--- src/rtl/rbfh_mul.sv ---
// Shared fixed-point multiplier: registered floor((a*b) / 2^FRAC_BITS).
// Depends on nothing outside this file.
`timescale 1ns / 1ps
`default_nettype none

module rbfh_mul #(
    parameter int FRAC_BITS = 16
) (
    input  wire logic               clk,
    input  wire logic signed [31:0] a,
    input  wire logic signed [31:0] b,
    output logic signed [63:0]      prod
);

    logic signed [63:0] full;

    assign full = 64'(a) * 64'(b);

    always_ff @(posedge clk)
    begin
        prod <= full >>> FRAC_BITS;
    end

endmodule

`default_nettype wire

--- config.mk ---
export PLATFORM = sky130hd
export DESIGN_NAME = rbfh_mul
export DESIGN_NICKNAME = d
export VERILOG_FILES = /design/src/rtl/rbfh_mul.sv
export SDC_FILE = /design/constraint.sdc
export NUM_CORES = 2
export LEC_CHECK = 0
export BUFFER_PORTS_ARGS = -buffer_cell sky130_fd_sc_hd__buf_2
export CAP_MARGIN = 20
export CORE_ASPECT_RATIO = 1.1
export CORE_MARGIN = 5
export CORE_UTILIZATION = 40
export DETAILED_ROUTE_END_ITERATION = 6
export GPL_ROUTABILITY_DRIVEN = 0
export HOLD_SLACK_MARGIN = 0.06
export PLACE_DENSITY = 0.62
export RECOVER_POWER = 100
export SLEW_MARGIN = 20
export SYNTH_ARGS = -nofsm -noshare
export SYNTH_HDL_FRONTEND = slang
export SYNTH_SLANG_ARGS = --single-unit
--- constraint.sdc ---
create_clock -name clk -period 25.7 [get_ports clk]
set_clock_uncertainty 0.05 [all_clocks]
set_input_delay 3.855 -clock clk [delete_from_list [all_inputs] [get_ports clk]]
set_output_delay 3.855 -clock clk [all_outputs]
set_load 0.05 [all_outputs]
==> key figures <==
CTS
  • Cts hold-fix bufs: 0
  • CTS Root Cell: clkbuf_16
  • Sink Count: between 40 and 50
  • Resized cells post-CTS: 0
  • H-tree levels: 2
  • Post-CTS setup repair buffer count: 0
  • CTS clk-pin slew, worst paths: around 0.09 ns
  • Total CTS buffers: 5
  • CTS tree: built
  • Clock Path Buffers: 2

Timing
  • Fmax: 0.0713 GHz
  • Final Critical Period: between 10 and 15 ns
  • Share of the clock period used by the worst path after layout: between 50% and 60%
  • Least-Margin Pin Slew: ~2.4 ns
  • Final hold vios: 0
  • Final hold slack: roughly 4.7 ns
  • Total negative setup slack: 0 ns
  • Final setup fails: 0
  • Fin. max-slew vios: 47
  • RSZ-0062 raised after global routing: no
  • PnR worst setup slack: 11.67 ns
  • Rel. slew slack: -58.8%

Run
  • Max-cap violations: 4

Logic synthesis
  • Area leader, netlist: fa_1
  • Post-Synthesis Cell Area: ~0.037 mm^2
  • Seq/Total Area, Yosys: 2.62%
  • Cells after Synth: ~3800
  • Dominant cells by area after synthesis: fa_1, inv_1, and2_1, ha_1, nand2_1
  • Yosys reg bits: 48
  • Mapped Nets: about 5200
  • Mean Syn Cell Area: roughly 9.5 um^2
  • Main synth FF type: dfxtp_1
  • Number of enable flip-flop cells after synthesis: 0
  • Warnings, synthesis: 0
  • Ys async rst share: 0%
  • Post-synth top area share: between 50% and 60%
  • Number of unique standard cell types used by synthesis: 55

Routing
  • TritonRoute pass-1 iters: 5
  • Initial DRC Count: approximately 1300
  • Wirelength, routed: between 100000 and 150000 um
  • Via count: roughly 25000
  • Antenna viol nets, final: 0
  • Routed length per instance: slightly above 20 um
  • DRC viols: 0
  • Via density: about 5

Cells and area
  • Commonest non-fill, non-tap cell in the layout: fa_1
  • Layout cells sized above 1: ~2.4%
  • Reg with most FFs: prod
  • Regs by FF count: prod x48
  • Largest register FFs: 48
  • Area Overhead vs Synth: 3.79%
  • Fin util: around two fifths
  • Commonest non-fill, non-tap cells in the layout: fa_1, inv_1, nand2_1, and2_1, ha_1
  • Layout Nets: a little over 5000
  • Fillers: around 9000
  • Diodes inserted: 0

Die
  • Chip height: ~330 um
  • Die width: around 300 um
  • Std-Cell Rows: ~120
  • Top Ports: around 130
  • Die ar.: 0.0977 mm^2
  • Core Footprint: 0.0910 mm^2
  • Initial Util: between 40% and 50%

Worst setup path
  • Worst Path Arrival: approximately 14 ns
  • Critical Path End Type: register
  • CP required: approximately 26 ns
  • Setup crit start kind: input pin
  • CP max FO: 32
  • CP Class: input pin to register

Place
  • Hpwl dp: between 70000 and 80000 um
  • Worst slack, placed: between 10 and 15 ns
  • PortBufs: around 130

Global route
  • Vias in the first global route: roughly 29000
  • Grt met3 use: roughly 2.8%
  • Grt ovf: 0
  • Largest net degree at the start of global routing: 33
  • Met2 usage: ~39%
  • GRT met1 Usage: around a quarter
  • GRT Util Overall: between 20% and 30%
  • First-pass GRT wire length: about 160000 um
  • Busiest grt layer: met2
  • Initial antenna violation count: 5

Hold path
  • Hold Crit Class: register to output pin

Status
  • Failing checks: max-capacitance violations, max-slew violations
  • Status: finished, violations left
-- layout make-up --
class | instances | area (um^2) | area share, %
Sequential cell | 48 | 961 | 2.53
Inverter | 950 | 3570 | 9.38
Tap cell | 1180 | 1480 | 3.88
Timing Repair Buffer | 146 | 694 | 1.83
Clock buffer | 6 | 139 | 0.365
Multi-Input combinational cell | 2617 | 31200 | 82.0
Clock inverter | 2 | 15.0 | 0.0395
-- synthesized netlist by cell type (all sizes together) (7+ instances only) --
cell type,count
inv,950
xor2,23
and2,513
xnor2,40
o21bai,8
dfxtp,48
clkbuf,201
nand2b,12
nor2,46
and3,7
fa,1081
nand3,12
ha,180
o21ai,30
nand4,14
nand2,513
a21oi,48
nor3,7
a21o,21
buf,20
-- worst paths after layout --
check,startpoint,endpoint,slack [ns],depth (start not counted)
worst max-delay path,a[14],prod[46],11.67,22
worst min-delay path,prod[23],prod[23],4.73,1
-- kinds of logic after synthesis --
family | after synthesis | share of synthesized area [%]
AO/OA/AOI/OAI | 153 | 2.82
XOR/XNOR | 63 | 1.51
adder cells (fa/ha/maj) | 1261 | 65.2
buffers and inverters | 1171 | 12.2
flip-flops | 48 | 2.62
AND/OR/NAND/NOR | 1140 | 15.6
-- routing by layer --
metal | vias up | routed length (um) | part of all wire [%]
met4 | 6 | 5230 | 5.2
met5 | - | 34 | 0.034
met2 | 878 | 52300 | 52
li1 | 10693 | - | -
met3 | 230 | 6100 | 6.0
met1 | 13511 | 37200 | 37
-- worst max-delay path, stage by stage --
cell and delay, ns:
clkbuf_1 1.52, and2_1 0.32, fa_1 0.42, inv_1 0.11
fa_1 0.46, fa_1 0.51, fa_1 0.51, inv_1 0.05
fa_1 0.59, fa_1 0.44, fa_1 0.55, fa_1 0.45
ha_1 0.42, a21oi_1 0.24, o211ai_1 0.18, o2bb2ai_1 0.17
a311oi_1 0.37, o2111ai_1 0.16, o21ai_0 1.78, o21ai_0 0.58
a211o_1 0.42, o311ai_0 0.09
-- metrics by stage --
| step | instance area [um^2] | instances |
|---|---|---|
| after detailed placement | 38000 | 4941 |
| after global routing | 38000 | 4949 |
| after global placement | 38000 | 4941 |
| after floorplan | 36600 | 3836 |
| final | 38000 | 4949 |
| after CTS | 38100 | 4949 |
Power is left out: the tool's default activity adds up to more than one toggle a clock period on the data nets, which glitch-free logic cannot reach.
