--- config.mk ---
export PLATFORM = sky130hd
export DESIGN_NAME = rbfh_table
export DESIGN_NICKNAME = d
export VERILOG_FILES = /design/src/rtl/rbfh_pkg.sv /design/src/rtl/rbfh_table.sv
export SDC_FILE = /design/constraint.sdc
export NUM_CORES = 2
export LEC_CHECK = 0
export BUFFER_PORTS_ARGS = -buffer_cell sky130_fd_sc_hd__buf_2
export CORE_ASPECT_RATIO = 1.1
export CORE_MARGIN = 2
export CORE_UTILIZATION = 35
export DETAILED_ROUTE_END_ITERATION = 10
export PLACE_DENSITY_LB_ADDON = 0.05
export SLEW_MARGIN = 15
export SYNTH_ARGS = -nofsm -noshare
export SYNTH_HDL_FRONTEND = slang
export SYNTH_SLANG_ARGS = --single-unit
--- constraint.sdc ---
create_clock -name clk -period 3 [get_ports clk]
set_input_delay 0.15 -clock clk [delete_from_list [all_inputs] [get_ports clk]]
set_output_delay 0.15 -clock clk [all_outputs]
set_load 0.01 [all_outputs]
--- src/rtl/rbfh_pkg.sv ---
// Shared types, constants and saturation helpers for the ray / box-face hit block.
// No dependencies.
`timescale 1ns / 1ps
`default_nettype none

package rbfh_pkg;

    localparam int TABLE_DEPTH = 106;
    localparam int VERT_BASE   = 16;
    localparam int NORM_BASE   = 88;
    localparam int MAT_WORDS   = 16;
    localparam int FACE_WORDS  = 15;
    localparam int VERT_WORDS  = 12;

    localparam logic KIND_LOAD  = 1'b0;
    localparam logic KIND_QUERY = 1'b1;

    localparam logic [35:0] DIST_MAX = 36'hF_FFFF_FFFF;

    typedef struct packed {
        logic               kind;
        logic [6:0]         table_addr;
        logic signed [31:0] table_value;
        logic signed [31:0] origin_x;
        logic signed [31:0] origin_y;
        logic signed [31:0] origin_z;
        logic signed [31:0] dir_x;
        logic signed [31:0] dir_y;
        logic signed [31:0] dir_z;
    } cmd_beat_t;

    typedef struct packed {
        logic        hit;
        logic [35:0] dist_sq;
        logic [2:0]  face_index;
    } res_beat_t;

    typedef struct packed {
        logic        done;
        logic [31:0] quot;
    } div_res_t;

    function automatic logic signed [31:0] sat32(input logic signed [63:0] v);
        logic signed [31:0] r;
        if (v > 64'sd2147483647) begin
            r = 32'sh7FFF_FFFF;
        end else if (v < -64'sd2147483648) begin
            r = 32'sh8000_0000;
        end else begin
            r = v[31:0];
        end
        return r;
    endfunction

    function automatic logic signed [31:0] sub_sat(input logic signed [31:0] a,
                                                   input logic signed [31:0] b);
        logic signed [63:0] d;
        d = 64'(a) - 64'(b);
        return sat32(d);
    endfunction

    // corner j, axis a -> slot j*3+a
    function automatic logic [3:0] idx3(input logic [1:0] j, input logic [1:0] a);
        return {1'b0, j, 1'b0} + {2'b00, j} + {2'b00, a};
    endfunction

endpackage

`default_nettype wire

--- src/rtl/rbfh_table.sv ---
// Geometry table: 106 x 32 single-port-write, registered-read memory.
// Depends on rbfh_pkg.
`timescale 1ns / 1ps
`default_nettype none

module rbfh_table import rbfh_pkg::*;
(
    input  wire logic               clk,
    input  wire logic               we,
    input  wire logic [6:0]         waddr,
    input  wire logic signed [31:0] wdata,
    input  wire logic [6:0]         raddr,
    output logic signed [31:0]      rdata
);

    logic signed [31:0] mem [TABLE_DEPTH];

    always_ff @(posedge clk)
    begin
        if (we)
        begin
            mem[waddr] <= wdata;
        end
        rdata <= mem[raddr];
    end

endmodule

`default_nettype wire

==> flow_summary.ini <==
[placed_design]
hpwl_um = 266000
io_buffers = 79
pre_cts_ws_ps = -651
gp_congestion = 0.781
postPlaceCellArea_um2 = 144000

[critical_path]
worst-setup-path-type = reg -> reg
r2r_cells = 6
path_buf_inv = 1
cp_cell_sequence = mux4_2 > mux4_2 > a211o_1 > a221oi_1 > buf_4 > o21ai_1
reg2reg_from = mem[31][14]$_DFFE_PP_
crit_path_frequent_cell = mux4_2
start_kind = flop
worst_setup_path_end_kind = flop
worst-path-max-fanout = 1
path_delay_family = multiplexers
cp_slowest_cell = mux4_2
critical_path_arrival_ps = 3620
reg2reg_to = rdata[14]$_DFF_P_
required_ps = 3840
ff2ff_setup_slack_ps = 210
critical-path-max-stage-delay_ps = 690

[yosys]
synth_area_per_cell_um2 = 23.8
synth_top_area_share_pct = 78.1
synth_warnings = 0
synth.area.top_cells = edfxtp_1 (78%), mux4_2 (16%), mux2i_1 (1.4%)
synth_edf_count = 3392
syn-num-nets = 5514
synth.cell_area_um2 = 130000
synthArstFlopShare_pct = 0
synth_top_cell_by_area = edfxtp_1
synth_common_cells = edfxtp_1 (3,392), mux4_2 (920), mux2i_1 (180), clkbuf_1 (128), nor2_1 (128)
ys_types = 54
seq_area_frac_synth_pct = 78.6
synth-seq-cells = 3424
ys.flop_type = edfxtp_1
yosysMostFrequentCell = edfxtp_1
syn_inst = 5466

[route]
drc_errors = 0
dr.pass1.iters = 5
num_vias = 63300
post_drt_wl_per_cell_um = 37.7
ant_nets = 0
viasPerCell = 5.46
drt_iter0_drc = 6632
finalWirelength_um = 437000

[die]
die_w_um = 586
die_h_um = 644
die-area_um2 = 377000
ios = 80
rows = 235
fp.coreArea_um2 = 372000
start_util_pct = 35.1

[global_routing]
grt_overflow = 0
grt_pass1_vias = 65900
gr-usage-all-layers_pct = 23.1
grt_pass1_wl_um = 590000
grt_max_degree = 107
antenna_found_initial = 47

[finish]
drive_gt1_share_pct = 35.0
syn_to_final_growth_pct = 20.0
fillers = 32400
final_nets = 6351
postLayoutCellArea_um2 = 156000

[clocking]
htreeDepth = 5
cts_buffer_depth = 4
cts_made_buffers = 374
cts.sinks = 3424
path_clk_slew_ps = 60
clock_latency_ps = 970
postCtsSetupBuffers = 0
cts_tree = done
clock-root-buffer = clkbuf_16

[sta]
rsz0062_at_grt = false
relSlewSlack_pct = 17.7
hold_violations = 0
tightest_slew_ps = 1230
slew_viol_final = 0
timing.hold.ws_ps = 121
finalSetupViolations = 0
timing.final.crit_period_ps = 2790
fin_skew_ps = 58.8
timing.final.ws_setup_ps = 213
max_freq_mhz = 359
post-route-period-util_pct = 92.9

[job]
drv_cap = 0

[power_and_ir_drop]
p_total_w = 0.105
cellLeakagePower_nw = 49.2
ir_drop_uv = 470
power_density_nw_per_um2 = 671

[min_path]
holdPathStages = 2
holdCritStartpoint = wdata[17]
hold_path_class = in -> reg
holdPathEnd = mem[94][17]$_DFFE_PP_

[run_status]
status = finished clean
==> metal layers <==
metal / part of all wire [%] / track usage (%) / up-vias
li1: - / - / 25300
met3: 4.8 / 3.01 / 461
met5: 0.018 / 0 / -
met1: 43 / 32.0 / 35800
met4: 2.0 / 4.53 / 12
met2: 50 / 39.1 / 1694
==> what timing repair did <==
action | CTS | global route
endpoints found under the setup margin | 1 | 0
resized for setup | 1 | 0
hold buffers | 44 | 0
endpoints found under the hold margin | 2466 | 0
==> state kept, by name (all words and copies together) (netlist names) <==
register,cells
rdata,32
mem,3392
==> per-stage QoR <==
step,cells,TNS [ps],utilization (%)
finish,11600,0,42.1
floorplan,5466,0,-
CTS,11600,0,42.1
global route,11600,0,42.1
detailed placement,10900,-4230,38.7
global placement,10900,-7970,38.7
==> power breakdown <==
group          leakage, nW  total [W]  switching [W]  internal [W]
combinational         12.6    0.00618        0.00383       0.00235
sequential            30.8     0.0530       0.000187        0.0528
clock                 5.82     0.0459         0.0192        0.0266
total                 49.2      0.105         0.0233        0.0818
==> layout make-up <==
class                      instances  area, µm²  area share (%)
clock inverter                   199       2080            1.33
timing repair buffer             762       8470            5.41
inverter                           3       18.8          0.0120
tap                             4977       6230            3.98
antenna                           16       40.0          0.0256
multi-input combinational       1738      27200            17.4
clock buffer                     474       9910            6.33
sequential                      3424     102000            65.5
==> kinds of logic after synthesis <==
kind of cell           share of synthesized area, %
DFF                                            78.6
muxes                                          17.6
and+or+nand+nor                                1.07
buffers and inverters                          1.17
AOI/OAI and AO/OA                              1.52
==> placed cells by master, fill, tap and decap left out, types with 36 or more instances in the layout <==
| master | instances |
|---|---|
| edfxtp_1 | 3392 |
| mux4_2 | 920 |
| buf_4 | 456 |
| clkbuf_16 | 380 |
| buf_12 | 215 |
| mux2i_1 | 179 |
| nor2_4 | 104 |
| clkbuf_1 | 89 |
| clkinv_1 | 77 |
| nand2_1 | 73 |
| a21oi_1 | 52 |
| clkinv_2 | 51 |
| dlygate4sd3_1 | 44 |
| buf_2 | 41 |
| mux2_2 | 39 |
| o22ai_1 | 38 |
| bufinv_16 | 38 |
| a22oi_1 | 36 |
==> worst max-delay path by stage <==
stage | from | end | cells after the start
2_1_floorplan | waddr[2] | mem[30][0]$_DFFE_PP_ | 5
3_3_place_gp | raddr[0] | rdata[21]$_DFF_P_ | 9
3_5_place_dp | raddr[0] | rdata[12]$_DFF_P_ | 11
4_1_cts | mem[89][12]$_DFFE_PP_ | rdata[12]$_DFF_P_ | 8
5_1_grt | mem[89][12]$_DFFE_PP_ | rdata[12]$_DFF_P_ | 8
6_report | mem[31][14]$_DFFE_PP_ | rdata[14]$_DFF_P_ | 6
Note: power is estimated with default switching activity, not from simulation.
