--- config.mk ---
export PLATFORM = sky130hd
export DESIGN_NAME = rbfh_div
export DESIGN_NICKNAME = d
export VERILOG_FILES = /design/src/rtl/rbfh_pkg.sv /design/src/rtl/rbfh_div.sv
export SDC_FILE = /design/constraint.sdc
export NUM_CORES = 1
export LEC_CHECK = 0
export BUFFER_PORTS_ARGS = -buffer_cell sky130_fd_sc_hd__buf_2
export CAP_MARGIN = 10
export CORE_MARGIN = 10
export CORE_UTILIZATION = 64
export DETAILED_ROUTE_END_ITERATION = 8
export PLACE_DENSITY = 0.95
export SLEW_MARGIN = 20
export SYNTH_ARGS = -nofsm -noshare
export SYNTH_HDL_FRONTEND = slang
export SYNTH_SLANG_ARGS = --single-unit
--- constraint.sdc ---
create_clock -name clk -period 14.6 [get_ports clk]
set_clock_uncertainty 0.05 [all_clocks]
set_input_delay 0.73 -clock clk [delete_from_list [all_inputs] [get_ports clk]]
set_output_delay 0.73 -clock clk [all_outputs]
set_load 0.005 [all_outputs]
--- src/rtl/rbfh_pkg.sv ---
// Shared types, constants and saturation helpers for the ray / box-face hit block.
// No dependencies.
`timescale 1ns / 1ps
`default_nettype none

package rbfh_pkg;

    localparam int TABLE_DEPTH = 106;
    localparam int VERT_BASE   = 16;
    localparam int NORM_BASE   = 88;
    localparam int MAT_WORDS   = 16;
    localparam int FACE_WORDS  = 15;
    localparam int VERT_WORDS  = 12;

    localparam logic KIND_LOAD  = 1'b0;
    localparam logic KIND_QUERY = 1'b1;

    localparam logic [35:0] DIST_MAX = 36'hF_FFFF_FFFF;

    typedef struct packed {
        logic               kind;
        logic [6:0]         table_addr;
        logic signed [31:0] table_value;
        logic signed [31:0] origin_x;
        logic signed [31:0] origin_y;
        logic signed [31:0] origin_z;
        logic signed [31:0] dir_x;
        logic signed [31:0] dir_y;
        logic signed [31:0] dir_z;
    } cmd_beat_t;

    typedef struct packed {
        logic        hit;
        logic [35:0] dist_sq;
        logic [2:0]  face_index;
    } res_beat_t;

    typedef struct packed {
        logic        done;
        logic [31:0] quot;
    } div_res_t;

    function automatic logic signed [31:0] sat32(input logic signed [63:0] v);
        logic signed [31:0] r;
        if (v > 64'sd2147483647) begin
            r = 32'sh7FFF_FFFF;
        end else if (v < -64'sd2147483648) begin
            r = 32'sh8000_0000;
        end else begin
            r = v[31:0];
        end
        return r;
    endfunction

    function automatic logic signed [31:0] sub_sat(input logic signed [31:0] a,
                                                   input logic signed [31:0] b);
        logic signed [63:0] d;
        d = 64'(a) - 64'(b);
        return sat32(d);
    endfunction

    // corner j, axis a -> slot j*3+a
    function automatic logic [3:0] idx3(input logic [1:0] j, input logic [1:0] a);
        return {1'b0, j, 1'b0} + {2'b00, j} + {2'b00, a};
    endfunction

endpackage

`default_nettype wire

--- src/rtl/rbfh_div.sv ---
// Restoring divider, one quotient bit per cycle: floor(n * 2^FRAC_BITS / d),
// saturated to 2^31-1. Depends on rbfh_pkg.
`timescale 1ns / 1ps
`default_nettype none

module rbfh_div import rbfh_pkg::*; #(
    parameter int FRAC_BITS = 16
) (
    input  wire logic        clk,
    input  wire logic        rst_n,
    input  wire logic        start,
    input  wire logic [63:0] n,
    input  wire logic [63:0] d,
    output div_res_t         res
);

    localparam int NW = 64 + FRAC_BITS;
    localparam int RW = 66;
    localparam int QB = 31;

    typedef enum logic [1:0] {D_IDLE, D_CHK, D_RUN} dstate_t;

    dstate_t           state_reg;
    logic [RW-1:0]     r_reg;
    logic [QB-1:0]     lo_reg;
    logic [63:0]       d_reg;
    logic [QB-1:0]     q_reg;
    logic [4:0]        cnt_reg;
    logic              done_reg;
    logic [31:0]       quot_reg;

    logic [NW-1:0]     nsh;
    logic [RW-1:0]     r2;
    logic [RW-1:0]     dx;
    logic              qbit;

    assign nsh  = {n, {FRAC_BITS{1'b0}}};
    assign dx   = RW'(d_reg);
    assign r2   = {r_reg[RW-2:0], lo_reg[QB-1]};
    assign qbit = (r2 >= dx);

    always_ff @(posedge clk or negedge rst_n)
    begin
        if (!rst_n)
        begin
            state_reg <= D_IDLE;
            done_reg  <= 1'b0;
            cnt_reg   <= '0;
        end
        else
        begin
            done_reg <= 1'b0;
            case (state_reg)
                D_IDLE:
                begin
                    if (start)
                    begin
                        r_reg     <= RW'(nsh[NW-1:QB]);
                        lo_reg    <= nsh[QB-1:0];
                        d_reg     <= d;
                        state_reg <= D_CHK;
                    end
                end
                D_CHK:
                begin
                    if (r_reg >= dx)
                    begin
                        quot_reg  <= 32'h7FFF_FFFF;
                        done_reg  <= 1'b1;
                        state_reg <= D_IDLE;
                    end
                    else
                    begin
                        cnt_reg   <= '0;
                        state_reg <= D_RUN;
                    end
                end
                D_RUN:
                begin
                    r_reg  <= qbit ? (r2 - dx) : r2;
                    lo_reg <= {lo_reg[QB-2:0], 1'b0};
                    q_reg  <= {q_reg[QB-2:0], qbit};
                    cnt_reg <= cnt_reg + 5'd1;
                    if (cnt_reg == 5'(QB - 1))
                    begin
                        quot_reg  <= {1'b0, q_reg[QB-2:0], qbit};
                        done_reg  <= 1'b1;
                        state_reg <= D_IDLE;
                    end
                end
                default:
                begin
                    state_reg <= D_IDLE;
                end
            endcase
        end
    end

    assign res.done = done_reg;
    assign res.quot = quot_reg;

endmodule

`default_nettype wire

==> out/qor.txt <==
===============================================================================================
Total number of nets in the final design                                                   1778
Element type at the critical path start                                                register
Area fraction in compound gates after synthesis                                           17.7%
Routed WL                                                                               35.5 mm
Max reg flops                                                                                66
Kind of end point of the critical path                                                 register
R2R setup slack                                                                        10.40 ns
Worst Reg-to-Reg Cells                                                                       12
Fraction of layout instances using a drive strength above 1                               16.1%
Placeable core area                                                                  0.0212 mm2
Outcome                                                                            finished, final reports clean
Routed wire length per instance                                                         19.7 um
Post-cts gate resize count                                                                    0
Final critical-path required period                                                     4.20 ns
Clock input transition at the sequential cells of the worst setup and hold paths        0.07 ns
Number of primary I/O pins                                                                  164
Multiplexer fraction of the synthesized cell area                                         1.66%
Synthesized netlist cell count                                                             1376
Leftover overflow at the end of global routing                                                0
Synth unique cells                                                                           78
Buffers inserted during post-CTS setup optimization                                           0
Start-to-end type of the worst setup path                                               reg2reg
Top cell type's share of synthesized area                                                 44.5%
Sequential group share of total power                                                     36.6%
Pin count of the biggest net entering global routing                                        105
Worst EP arrival                                                                        4.48 ns
Area enclosed by the die boundary                                                    0.0280 mm2
Max-Slew Margin vs Limit                                                                  23.5%
Combinational power share                                                                 35.4%
Number of nets in the synthesized netlist                                                  1641
Overall power after layout                                                              2.25 mW
Minimum setup slack in the final design                                                10.40 ns
Number of rows in the core area                                                              53
Actual transition at the worst max-transition pin                                       1.15 ns
Post-Syn Area                                                                        0.0139 mm2
Number of cells in the design after placement                                              1762
Worst path required time                                                               14.88 ns
Layout overhead on the synthesized area                                                   12.9%
DR pass1 iterations                                                                           8
Post-CTS Hold Fix Bufs                                                                        0
Design internal power                                                                   1.46 mW
Cell at the root of the clock tree                                                 sky130_fd_sc_hd__clkbuf_16
Combined global-route utilization of all metal layers                                     24.5%
Switching share of total power                                                            35.2%
Reg-to-reg startpoint                                                                  d_reg[0]
Number of I/O port buffers                                                                  162
Worst-Skew Late Latency                                                                 0.52 ns
First-pass GRT wire length                                                              58.2 mm
Largest driver fanout on the critical path                                                   73
Fin crit share                                                                            28.8%
Share of the synthesized netlist area taken by xor and xnor gates                         3.71%
Final-layout setup total negative slack                                                    0 ns
Peak VDD IR                                                                          0.000120 V
Synth Area in Simple Gates                                                                14.6%
Number of enable-type register cells in the synthesized netlist                             206
Area post-placement                                                                  0.0149 mm2
Combined area of the multi-input logic cells                                        0.00696 mm2
Number of global-route vias before repair                                                 11700
Antenna cells                                                                                 0
Most area-consuming cells after synthesis                                          sky130_fd_sc_hd__edfxtp_1 44%, sky130_fd_sc_hd__ha_1 12%, sky130_fd_sc_hd__nand2_1 4.5%
Maximum number of buffers from clock root to sink                                             3
TritonCTS buffer count                                                                       24
FF+latch area                                                                       0.00639 mm2
Post-route DRC                                                                                0
Via count of the routed design                                                            11400
H-tree levels                                                                                 1
Mean cell area of the mapped netlist                                                   10.1 um2
Peak clock frequency supported by timing                                                238 MHz
Most numerous cell in the Yosys netlist                                            sky130_fd_sc_hd__edfxtp_1
Async set or reset register ratio after synthesis                                         3.74%
Setup Slack @ Placement                                                                10.47 ns
Seq/Total Area, Yosys                                                                     45.9%
Static leakage power                                                                    6.54 nW
Commonest cells in the synthesized netlist                                         206 x sky130_fd_sc_hd__edfxtp_1, 167 x sky130_fd_sc_hd__nand2_1, 133 x sky130_fd_sc_hd__ha_1
Flip-flop cell with the highest count after synthesis                              sky130_fd_sc_hd__edfxtp_1
1st-iter DRT viols                                                                         1151
RSZ-0062 raised after global routing                                                      false
Net switching power                                                                    0.790 mW
Endpoints failing hold                                                                        0
Number of cells in the finished layout apart from fillers                                  1806
Number of fillers in the final layout                                                      1429
Final count of negative-setup-slack endpoints                                                 0
Total of warnings raised by yosys                                                             0
Post-route core utilization                                                               74.0%
Portion of total power attributed to the clock network                                    28.0%
Number of clock sinks                                                                       214
Floorplan die width                                                                      167 um
End of the worst register-to-register path                                            r_reg[50]
Pwr Density                                                                          143 mW/mm2
DR vias/cell                                                                               6.29
Final worst hold slack                                                                0.0165 ns
Clock tree from TritonCTS                                                                 built
Main combinational cell family by area after synthesis                             compound AO/OA/AOI/OAI gates
Cell area after layout                                                               0.0157 mm2
Initial core utilization                                                                  65.6%
Antenna Nets Post-Route                                                                       0
Tightest Hold Check Type                                                               in2async
Final Wtd Congestion                                                                      0.994
Half-perimeter wire length of the detailed placement result                             25.8 mm
Post-synthesis sequential element count                                                     214
Adder-cell area share of the yosys netlist                                                12.1%
Number of max-cap violations                                                                  0
Die extent in y                                                                          167 um
Cell type contributing the most total cell area after synthesis                    sky130_fd_sc_hd__edfxtp_1
Number of antenna violations at the first check in global routing                             0
Max-slew violation count                                                                      0
===============================================================================================
layer usage:
metal  up-vias  share of wire [%]  GRT usage (%)
li1       5337                  -              -
met1      5313                 41           31.5
met2       600                 46           39.9
met3       103                9.4           5.31
met4         0                3.6           9.35
met5         -                  0              0
power by group through the flow:
stage               logic, mW  registers (mW)  clock network [mW]
floorplan               0.582           0.826                   0
global placement        0.744           0.827                   0
detailed placement      0.770           0.833                   0
CTS                     0.780           0.822               0.637
global route            0.878           0.828               0.662
finish                  0.796           0.822               0.629
worst max path at each step:
stage	slack [ns]	to	start
after floorplan	9.23	lo_reg[16]	state_reg[0]
after global placement	10.69	r_reg[23]	d_reg[0]
after detailed placement	10.47	r_reg[50]	r_reg[22]
after CTS	10.44	r_reg[50]	r_reg[22]
after global routing	10.14	r_reg[50]	d_reg[0]
final	10.40	r_reg[50]	d_reg[0]
placed cells by master (no fill, tap or decap), types with 4 or more instances in the layout:
cell type / instances
sky130_fd_sc_hd__nand3_1: 18
sky130_fd_sc_hd__a2111oi_0: 5
sky130_fd_sc_hd__a211oi_1: 8
sky130_fd_sc_hd__clkbuf_16: 25
sky130_fd_sc_hd__nor2b_1: 6
sky130_fd_sc_hd__and2_1: 4
sky130_fd_sc_hd__dfrtp_1: 8
sky130_fd_sc_hd__nor3_1: 15
sky130_fd_sc_hd__nand2b_1: 39
sky130_fd_sc_hd__nand4_1: 36
sky130_fd_sc_hd__xor2_1: 25
sky130_fd_sc_hd__inv_1: 87
sky130_fd_sc_hd__and3_1: 17
sky130_fd_sc_hd__o211ai_1: 7
sky130_fd_sc_hd__xnor2_1: 34
sky130_fd_sc_hd__nand2_1: 167
sky130_fd_sc_hd__bufinv_16: 4
sky130_fd_sc_hd__o31ai_1: 4
sky130_fd_sc_hd__clkinv_1: 5
sky130_fd_sc_hd__a21oi_1: 104
sky130_fd_sc_hd__buf_2: 162
sky130_fd_sc_hd__clkinv_2: 5
sky130_fd_sc_hd__edfxtp_1: 206
sky130_fd_sc_hd__a21o_1: 62
sky130_fd_sc_hd__a221oi_1: 4
sky130_fd_sc_hd__o21a_1: 15
sky130_fd_sc_hd__nor2_1: 93
sky130_fd_sc_hd__o21bai_1: 7
sky130_fd_sc_hd__ha_1: 132
sky130_fd_sc_hd__mux2_2: 17
sky130_fd_sc_hd__a31oi_1: 48
sky130_fd_sc_hd__o21ai_0: 68
sky130_fd_sc_hd__or3_1: 4
sky130_fd_sc_hd__or2_2: 4
sky130_fd_sc_hd__mux2i_1: 4
worst max-delay path: stages, from the launching register on:
cell	delay (ns)
sky130_fd_sc_hd__edfxtp_1	0.39
sky130_fd_sc_hd__ha_1	0.22
sky130_fd_sc_hd__fa_1	0.37
sky130_fd_sc_hd__nand2b_1	0.19
sky130_fd_sc_hd__a21oi_1	0.31
sky130_fd_sc_hd__o2111ai_1	0.18
sky130_fd_sc_hd__o211a_1	0.21
sky130_fd_sc_hd__a21oi_4	0.21
sky130_fd_sc_hd__a31oi_2	0.17
sky130_fd_sc_hd__o41ai_4	0.26
sky130_fd_sc_hd__buf_4	0.73
sky130_fd_sc_hd__nand2_2	0.35
sky130_fd_sc_hd__o21ai_0	0.31
logic make-up (layout without fill, tap and decap cells):
logic type | after synthesis | count (layout)
buf+inv | 145 | 300
fa+ha+maj | 134 | 134
mux | 21 | 21
simple gates | 428 | 428
xor+xnor | 59 | 59
other cells | 1 | 1
compound gates | 374 | 374
flops | 214 | 214
area by class of cell:
class | instances | share of cell area, %
flip-flops and latches | 214 | 40.7
inverters | 89 | 2.13
repair buffers | 167 | 5.45
multi-input cells | 1017 | 44.3
clock inverters | 16 | 1.18
well taps | 275 | 2.19
clock buffers | 28 | 4.06
No activity file was read; power rests on OpenSTA's default activity.
